--- src/hdl/sha1_pkg.sv ---
// Shared constants, types and round functions of the SHA-1 stream hasher.
package sha1_pkg;

  localparam int unsigned CountW = 61;
  localparam int unsigned RoundW = 7;
  localparam int unsigned NumWords = 5;
  localparam int unsigned WindowDepth = 16;

  localparam logic [RoundW-1:0] LastRound = 7'd79;
  localparam logic [RoundW-1:0] ExpandStart = 7'd16;
  localparam logic [RoundW-1:0] Phase2Start = 7'd20;
  localparam logic [RoundW-1:0] Phase3Start = 7'd40;
  localparam logic [RoundW-1:0] Phase4Start = 7'd60;

  localparam logic [5:0] LastBytePos = 6'd63;
  localparam logic [5:0] LenBytePos = 6'd56;
  localparam logic [2:0] LastWordIdx = 3'd4;

  localparam logic [7:0] PadByte = 8'h80;

  localparam logic [NumWords-1:0][31:0] HInit = {
    32'hC3D2E1F0, 32'h10325476, 32'h98BADCFE, 32'hEFCDAB89, 32'h67452301
  };

  localparam logic [31:0] K1 = 32'h5A827999;
  localparam logic [31:0] K2 = 32'h6ED9EBA1;
  localparam logic [31:0] K3 = 32'h8F1BBCDC;
  localparam logic [31:0] K4 = 32'hCA62C1D6;

  typedef enum logic [2:0] {
    ST_IDLE,
    ST_PAD,
    ST_ROUND,
    ST_FINAL,
    ST_OUT
  } sha1_state_t;

  typedef struct packed {
    logic              init;
    logic              load;
    logic              step;
    logic              add;
    logic [RoundW-1:0] round;
  } sha1_ctl_t;

  typedef struct packed {
    logic       en;
    logic [5:0] addr;
    logic [7:0] data;
  } sha1_wr_t;

  function automatic logic [31:0] round_f(logic [RoundW-1:0] t, logic [31:0] b,
                                          logic [31:0] c, logic [31:0] d);
    logic [31:0] f;
    if (t < Phase2Start) begin
      f = (b & c) | (~b & d);
    end else if (t < Phase3Start) begin
      f = b ^ c ^ d;
    end else if (t < Phase4Start) begin
      f = (b & c) | (b & d) | (c & d);
    end else begin
      f = b ^ c ^ d;
    end
    return f;
  endfunction

  function automatic logic [31:0] round_k(logic [RoundW-1:0] t);
    logic [31:0] k;
    if (t < Phase2Start) begin
      k = K1;
    end else if (t < Phase3Start) begin
      k = K2;
    end else if (t < Phase4Start) begin
      k = K3;
    end else begin
      k = K4;
    end
    return k;
  endfunction

endpackage

--- src/hdl/sha1_stream_hasher.sv ---
// Top level of the SHA-1 stream hasher: sequencer, padding and digest output.
//
// Each input request carries an optional message byte and an end-of-message
// flag. A byte that does not complete a 64-byte block is stored in the buffer.
// The byte that completes a block starts the compression: 80 rounds on the
// single shared round unit, then the chaining add, during which in_ready is
// low. On end of message the sequencer writes the padding one byte per cycle
// (64 minus the fill level), compresses, and when the length no longer fits
// it pads and compresses a second block. The five digest words then leave
// on the result channel, one per accepted request, index 0 first, the fifth
// marked by out_last_word.
// A stalled receiver holds the block in its output state; no input is taken
// until the last digest word is accepted, after which the hash words return
// to their initial values and the byte count to zero.
// A synchronous reset loads the initial hash values and clears the count.
module sha1_stream_hasher (
  input  logic        clk,
  input  logic        rst_n,
  input  logic        in_valid,
  output logic        in_ready,
  input  logic [7:0]  in_msg_byte,
  input  logic        in_byte_valid,
  input  logic        in_end_of_message,
  output logic        out_valid,
  input  logic        out_ready,
  output logic [31:0] out_digest_word,
  output logic [2:0]  out_word_index,
  output logic        out_last_word
);

  sha1_pkg::sha1_state_t state_r, state_nxt;
  logic [sha1_pkg::CountW-1:0] cnt_r, cnt_nxt, cnt_inc;
  logic [sha1_pkg::RoundW-1:0] round_r, round_nxt;
  logic [5:0] ptr_r, ptr_nxt, pad_start;
  logic first_r, first_nxt;
  logic lenblk_r, lenblk_nxt;
  logic padding_r, padding_nxt;
  logic eom_r, eom_nxt;
  logic [2:0] widx_r, widx_nxt;
  logic [63:0] len_bits;
  logic [31:0] w_cur;
  logic [sha1_pkg::NumWords-1:0][31:0] hash_words;
  sha1_pkg::sha1_ctl_t ctl;
  sha1_pkg::sha1_wr_t wr;

  assign cnt_inc = cnt_r + {{(sha1_pkg::CountW-1){1'b0}}, 1'b1};
  assign pad_start = in_byte_valid ? cnt_inc[5:0] : cnt_r[5:0];
  assign len_bits = {cnt_r, 3'b000};

  sha1_sched u_sched (
    .clk   (clk),
    .ctl   (ctl),
    .wr    (wr),
    .w_cur (w_cur)
  );

  sha1_round u_round (
    .clk    (clk),
    .rst_n  (rst_n),
    .ctl    (ctl),
    .w_cur  (w_cur),
    .hash_o (hash_words)
  );

  always_ff @(posedge clk) begin
    if (!rst_n) begin
      state_r   <= sha1_pkg::ST_IDLE;
      cnt_r     <= '0;
      round_r   <= '0;
      ptr_r     <= '0;
      first_r   <= 1'b0;
      lenblk_r  <= 1'b0;
      padding_r <= 1'b0;
      eom_r     <= 1'b0;
      widx_r    <= '0;
    end else begin
      state_r   <= state_nxt;
      cnt_r     <= cnt_nxt;
      round_r   <= round_nxt;
      ptr_r     <= ptr_nxt;
      first_r   <= first_nxt;
      lenblk_r  <= lenblk_nxt;
      padding_r <= padding_nxt;
      eom_r     <= eom_nxt;
      widx_r    <= widx_nxt;
    end
  end

  always_comb begin
    state_nxt   = state_r;
    cnt_nxt     = cnt_r;
    round_nxt   = round_r;
    ptr_nxt     = ptr_r;
    first_nxt   = first_r;
    lenblk_nxt  = lenblk_r;
    padding_nxt = padding_r;
    eom_nxt     = eom_r;
    widx_nxt    = widx_r;
    ctl         = '0;
    ctl.round   = round_r;
    wr.en       = 1'b0;
    wr.addr     = cnt_r[5:0];
    wr.data     = in_msg_byte;
    in_ready    = 1'b0;
    out_valid   = 1'b0;
    unique case (state_r)
      sha1_pkg::ST_IDLE: begin
        in_ready = 1'b1;
        if (in_valid) begin
          if (in_byte_valid) begin
            wr.en   = 1'b1;
            cnt_nxt = cnt_inc;
          end
          if (in_byte_valid && cnt_r[5:0] == sha1_pkg::LastBytePos) begin
            state_nxt   = sha1_pkg::ST_ROUND;
            ctl.load    = 1'b1;
            round_nxt   = '0;
            padding_nxt = 1'b0;
            eom_nxt     = in_end_of_message;
          end else if (in_end_of_message) begin
            state_nxt  = sha1_pkg::ST_PAD;
            ptr_nxt    = pad_start;
            first_nxt  = 1'b1;
            lenblk_nxt = pad_start < sha1_pkg::LenBytePos;
          end
        end
      end
      sha1_pkg::ST_PAD: begin
        wr.en   = 1'b1;
        wr.addr = ptr_r;
        if (first_r) begin
          wr.data = sha1_pkg::PadByte;
        end else if (lenblk_r && ptr_r >= sha1_pkg::LenBytePos) begin
          wr.data = len_bits[{~ptr_r[2:0], 3'b000} +: 8];
        end else begin
          wr.data = '0;
        end
        first_nxt = 1'b0;
        ptr_nxt   = ptr_r + 6'd1;
        if (ptr_r == sha1_pkg::LastBytePos) begin
          state_nxt   = sha1_pkg::ST_ROUND;
          ctl.load    = 1'b1;
          round_nxt   = '0;
          padding_nxt = 1'b1;
        end
      end
      sha1_pkg::ST_ROUND: begin
        ctl.step  = 1'b1;
        round_nxt = round_r + 7'd1;
        if (round_r == sha1_pkg::LastRound) begin
          state_nxt = sha1_pkg::ST_FINAL;
        end
      end
      sha1_pkg::ST_FINAL: begin
        ctl.add = 1'b1;
        if (padding_r) begin
          if (lenblk_r) begin
            state_nxt = sha1_pkg::ST_OUT;
            widx_nxt  = '0;
          end else begin
            state_nxt  = sha1_pkg::ST_PAD;
            ptr_nxt    = '0;
            first_nxt  = 1'b0;
            lenblk_nxt = 1'b1;
          end
        end else if (eom_r) begin
          state_nxt  = sha1_pkg::ST_PAD;
          ptr_nxt    = cnt_r[5:0];
          first_nxt  = 1'b1;
          lenblk_nxt = cnt_r[5:0] < sha1_pkg::LenBytePos;
        end else begin
          state_nxt = sha1_pkg::ST_IDLE;
        end
      end
      sha1_pkg::ST_OUT: begin
        out_valid = 1'b1;
        if (out_ready) begin
          widx_nxt = widx_r + 3'd1;
          if (widx_r == sha1_pkg::LastWordIdx) begin
            ctl.init  = 1'b1;
            cnt_nxt   = '0;
            state_nxt = sha1_pkg::ST_IDLE;
          end
        end
      end
      default: begin
        state_nxt = sha1_pkg::ST_IDLE;
      end
    endcase
  end

  assign out_digest_word = hash_words[widx_r];
  assign out_word_index  = widx_r;
  assign out_last_word   = (widx_r == sha1_pkg::LastWordIdx);

  // The input side and the result side are never open at the same time.
  a_exclusive_channels: assert property (@(posedge clk) disable iff (!rst_n)
    !(in_ready && out_valid))
    else $error("input and output channels open together");

  // The round counter leaves the compression after the last round, round 79.
  a_round_end: assert property (@(posedge clk) disable iff (!rst_n)
    (state_r == sha1_pkg::ST_ROUND && round_r == sha1_pkg::LastRound)
      |=> (state_r == sha1_pkg::ST_FINAL))
    else $error("compression did not finish after the last round");

  // Once the last digest word is taken, the hasher is ready for a new message.
  a_return_idle: assert property (@(posedge clk) disable iff (!rst_n)
    (out_valid && out_ready && out_last_word) |=> (in_ready && !out_valid))
    else $error("hasher not idle after the last digest word");

  // A digest word is only presented after a completed length block.
  a_out_after_len: assert property (@(posedge clk) disable iff (!rst_n)
    $rose(out_valid) |-> ($past(state_r) == sha1_pkg::ST_FINAL && lenblk_r && padding_r))
    else $error("digest presented without a length block");

endmodule

--- src/hdl/sha1_sched.sv ---
// Block buffer and rolling 16-word message schedule of the SHA-1 hasher.
module sha1_sched (
  input  logic               clk,
  input  sha1_pkg::sha1_ctl_t ctl,
  input  sha1_pkg::sha1_wr_t  wr,
  output logic [31:0]        w_cur
);

  logic [31:0] win_r [sha1_pkg::WindowDepth];
  logic [31:0] mix;

  assign mix = win_r[13] ^ win_r[8] ^ win_r[2] ^ win_r[0];
  assign w_cur = (ctl.round >= sha1_pkg::ExpandStart) ? {mix[30:0], mix[31]} : win_r[0];

  always_ff @(posedge clk) begin
    if (wr.en) begin
      win_r[wr.addr[5:2]][{~wr.addr[1:0], 3'b000} +: 8] <= wr.data;
    end else if (ctl.step) begin
      for (int i = 0; i < sha1_pkg::WindowDepth - 1; i++) begin
        win_r[i] <= win_r[i+1];
      end
      win_r[sha1_pkg::WindowDepth-1] <= w_cur;
    end
  end

endmodule

--- src/hdl/sha1_round.sv ---
// SHA-1 round unit with working variables and chained hash words.
module sha1_round (
  input  logic                                        clk,
  input  logic                                        rst_n,
  input  sha1_pkg::sha1_ctl_t                          ctl,
  input  logic [31:0]                                 w_cur,
  output logic [sha1_pkg::NumWords-1:0][31:0]          hash_o
);

  logic [sha1_pkg::NumWords-1:0][31:0] hash_r;
  logic [sha1_pkg::NumWords-1:0][31:0] vars_r;
  logic [31:0] tmp;

  assign tmp = {vars_r[0][26:0], vars_r[0][31:27]}
             + sha1_pkg::round_f(ctl.round, vars_r[1], vars_r[2], vars_r[3])
             + vars_r[4] + w_cur + sha1_pkg::round_k(ctl.round);

  assign hash_o = hash_r;

  always_ff @(posedge clk) begin
    if (!rst_n) begin
      hash_r <= sha1_pkg::HInit;
    end else if (ctl.init) begin
      hash_r <= sha1_pkg::HInit;
    end else if (ctl.add) begin
      for (int i = 0; i < sha1_pkg::NumWords; i++) begin
        hash_r[i] <= hash_r[i] + vars_r[i];
      end
    end
  end

  always_ff @(posedge clk) begin
    if (ctl.load) begin
      vars_r <= hash_r;
    end else if (ctl.step) begin
      vars_r[4] <= vars_r[3];
      vars_r[3] <= vars_r[2];
      vars_r[2] <= {vars_r[1][1:0], vars_r[1][31:2]};
      vars_r[1] <= vars_r[0];
      vars_r[0] <= tmp;
    end
  end

endmodule

--- config.mk ---
export PLATFORM = sky130hd
export DESIGN_NAME = sha1_stream_hasher
export DESIGN_NICKNAME = d
export VERILOG_FILES = /design/src/hdl/sha1_pkg.sv /design/src/hdl/sha1_stream_hasher.sv /design/src/hdl/sha1_sched.sv /design/src/hdl/sha1_round.sv
export SDC_FILE = /design/constraint.sdc
export NUM_CORES = 2
export LEC_CHECK = 0
export BUFFER_PORTS_ARGS = -buffer_cell sky130_fd_sc_hd__buf_2
export CAP_MARGIN = 15
export CORE_MARGIN = 5
export CORE_UTILIZATION = 25
export CTS_CLUSTER_SIZE = 40
export DETAILED_ROUTE_END_ITERATION = 6
export PLACE_DENSITY = 0.35
export SLEW_MARGIN = 30
export SYNTH_ARGS = -nofsm -noshare
export SYNTH_HDL_FRONTEND = slang
export SYNTH_SLANG_ARGS = --single-unit
--- constraint.sdc ---
create_clock -name clk -period 7.9 [get_ports clk]
set_input_delay 0 -clock clk [delete_from_list [all_inputs] [get_ports clk]]
set_output_delay 0 -clock clk [all_outputs]
set_load 0.02 [all_outputs]
==> results by group <==
Timing
  – Tcrit/Tclk final: 0.887
  – Final setup violation count: 0
  – RSZ-0062 raised after global routing: no
  – Min Clock Period, post-route: 7.01 ns
  – Max_slew headroom: 0.320
  – Final Max Slew Viols: 0
  – Fmax: 143 MHz
  – Slew @ Worst Pin: 1.02 ns
  – TNS Setup: 0 ns
  – Final Skew: a little over 0.04 ns
  – Final-report hold violation count: 0

Setup path
  – Worst reg-to-reg path cell count: 23
  – Crit path DAT: 7.52 ns
  – Critical path class: reg -> reg
  – Setup slack, reg-to-reg: between 0.8 and 0.9 ns
  – Crit Reg-Reg Startpoint: round_r[5]$_SDFFE_PN0P_
  – CP Capture Type: flip-flop
  – Critical path required time: between 8 and 9 ns
  – Startpoint Class: flip-flop
  – CP Max Fanout: 21
  – Reg-to-reg endpoint: u_round.vars_r[30]$_DFFE_PP_

Finish
  – Area Growth Syn to Fin: 15.1%
  – Utilization after layout: 0.288
  – Ratio of cells with drive above 1 in the final layout: 0.0864
  – # nets final: 5483

Route
  – DRC: 0
  – Starting DRT DRC Count: 2713
  – Via-per-instance ratio: 4.79
  – Drt first pass iters: 5
  – Vias: just under 40000
  – Final ANT Viol Nets: 0
  – WL final: ~190 mm
  – DR WL/cell: 24.0 um

Placed design
  – Port Buffer Count: 51
  – HPWL after detailed placement: 138 mm
  – Final GP Congestion: 0.829

Synthesis
  – Post-synth ARST share: 0
  – Post-Syn Area: approximately 52000 sq um
  – Leading area contributor after synthesis: edfxtp_1
  – Distinct cells, synth: 81
  – Synth warn: 0
  – Post-synth net total: between 5000 and 6000
  – Synth top cells by count: nand2_1 (746), edfxtp_1 (672), a21o_1 (549)
  – Synth top area cells: edfxtp_1 (39%), dfxtp_1 (9.3%), a21o_1 (7.9%)
  – Post-synth EDFFs: ~670
  – Yosys top cell area share: 0.386
  – Most common cell in the netlist: nand2_1
  – Synth Register Bits: around 900
  – Post-Syn Instances: 5055
  – Register area share after synthesis: 0.479
  – Post-Syn Area per Cell: 10.3 sq um
  – Ys flop type: edfxtp_1

Floorplanning
  – Cell row count: around 170
  – Die width: 467 um
  – Boundary Pins: 52
  – Chip height: 467 um
  – Die area: about 220000 sq um
  – Starting density of the core: 0.250
  – Total core area: 209000 sq um

Power and ir drop
  – NetSw: between 0.002 and 0.003 W
  – Sw Share: 0.242
  – Combinational fraction of design power: 0.051
  – Power per cell area: 184 nW/um^2
  – Worst IR Drop VDD: 191 uV
  – P_int: 0.00840 W
  – Pleak: 26.0 nW
  – Flop pwr share: 0.469
  – Clk pwr share: 0.481

Clock tree
  – CTS tree: built
  – Clk sinks: 916
  – Worst skew pair latency: 0.79 ns
  – Total CTS buffers: 117
  – H-Tree Depth: 3
  – Clock Tree Root: clkbuf_16
  – Deepest clock path buffer count: 3
  – Post_cts resized: 0
  – CTS clk-pin slew, worst paths: 0.06 ns

Global route
  – Largest net degree at the start of global routing: 196
  – Number of global-route vias before repair: 38100
  – Total congestion overflow: 0
  – Initial antenna violation count: 10
  – GRT Total Usage: 0.173
  – First-pass GRT wire length: 279 mm

Worst hold path
  – Worst min path class: in -> reg
  – Hold Path Sink: ptr_r[4]$_SDFFE_PN0P_
  – Hold path startpoint: rst_n
  – Hold path depth: 3

Run
  – Max cap viols: 0

Run status
  – Status: finished clean
power by group through the flow:
stage	sequential (W)	clock, W	combinational [W]
3_5_place_dp	0.00530	0	0.000565
6_report	0.00520	0.00533	0.000563
5_1_grt	0.00520	0.00570	0.000627
3_3_place_gp	0.00530	0	0.000565
4_1_cts	0.00520	0.00551	0.000577
2_1_floorplan	0.00529	0	0.000376
registers in the layout, summed over array words and instances (netlist names):
name / flops
lenblk_r: 1
u_sched.win_r: 512
u_round.vars_r: 160
u_round.hash_o: 160
cnt_r: 61
round_r: 7
ptr_r: 6
first_r: 1
eom_r: 1
out_word_index: 3
state_r: 3
padding_r: 1
metrics by stage:
step | worst slack (ns) | hold slack (ns) | cells | power, W | area, sq um
3_5_place_dp | 0.800 | 0.313 | 7782 | 0.00586 | 56300
3_3_place_gp | 0.912 | 0.311 | 7781 | 0.00586 | 56200
2_1_floorplan | 1.96 | 0.156 | 5055 | 0.00567 | 52300
4_1_cts | 0.799 | 0.169 | 8013 | 0.0113 | 60200
6_report | 0.890 | 0.260 | 8018 | 0.0111 | 60200
5_1_grt | 0.288 | 0.242 | 8016 | 0.0115 | 60200
cell usage in the layout (no fill, tap or decap), drive strengths merged, types with 66 or more instances in the layout:
cell | netlist | routed
nand2 | 747 | 747
edfxtp | 672 | 672
a21o | 549 | 549
o21ai | 292 | 292
a21oi | 291 | 291
nor2 | 277 | 277
inv | 245 | 249
dfxtp | 244 | 244
ha | 230 | 230
xnor2 | 202 | 202
buf | 21 | 187
clkbuf | 243 | 162
fa | 124 | 124
xor2 | 102 | 102
nand3 | 95 | 95
nor2b | 66 | 66
final cells by class:
cell class	count	area (sq um)
sequential	916	25100
clock buffer	162	3200
tap	2805	3510
multi-input combinational	3629	25400
antenna	4	10.0
inverter	246	923
fill	21900	149000
clock inverter	51	528
timing repair buffer	205	1530
worst max-delay path, cell delays in order (launching register included):
cell	delay (ns)
dfxtp_1	0.47
o21ai_0	0.23
nor3_1	0.39
clkinv_1	0.18
nand2_2	0.44
buf_4	0.33
nor2_1	0.06
nor2_1	0.12
fa_1	0.45
fa_1	0.51
inv_1	0.05
fa_1	0.50
inv_1	0.04
ha_1	0.35
nand3_1	0.26
o221ai_1	0.16
a221oi_1	0.59
o21ai_0	0.42
a211oi_1	0.42
o21ai_0	0.14
a21oi_1	0.23
o21ai_0	0.15
xnor2_1	0.13
o21ai_0	0.08
kinds of logic after synthesis:
group                      count (synthesis)  synth area share
muxes                                     67            0.0237
and+or+nand+nor                         1421             0.120
adders and majority gates                354             0.102
AOI/OAI and AO/OA                       1483             0.187
xor gates and xnor gates                 304            0.0509
DFF                                      916             0.479
buffers and inverters                    510            0.0368
metal layers:
metal	vias to the layer above	part of all wire	track usage
li1	18200	-	-
met3	207	0.033	0.0212
met1	19300	0.49	0.247
met2	632	0.46	0.280
met5	-	0	0
met4	0	0.022	0.0368
worst max path at each step:
stage | from | cells after the start | slack (ns) | to
2_1_floorplan | round_r[5]$_SDFFE_PN0P_ | 24 | 1.96 | u_round.vars_r[30]$_DFFE_PP_
3_3_place_gp | round_r[4]$_SDFFE_PN0P_ | 23 | 0.91 | u_round.vars_r[30]$_DFFE_PP_
3_5_place_dp | round_r[5]$_SDFFE_PN0P_ | 23 | 0.80 | u_round.vars_r[30]$_DFFE_PP_
4_1_cts | round_r[5]$_SDFFE_PN0P_ | 23 | 0.80 | u_round.vars_r[30]$_DFFE_PP_
5_1_grt | round_r[5]$_SDFFE_PN0P_ | 23 | 0.29 | u_round.vars_r[30]$_DFFE_PP_
6_report | round_r[5]$_SDFFE_PN0P_ | 23 | 0.89 | u_round.vars_r[30]$_DFFE_PP_
timing repair:
item                                   4_1_cts  5_1_grt
endpoints found under the hold margin       80        0
hold buffers                                18        0
buffers inserted                             0        0
No activity file was read; power rests on OpenSTA's default activity.
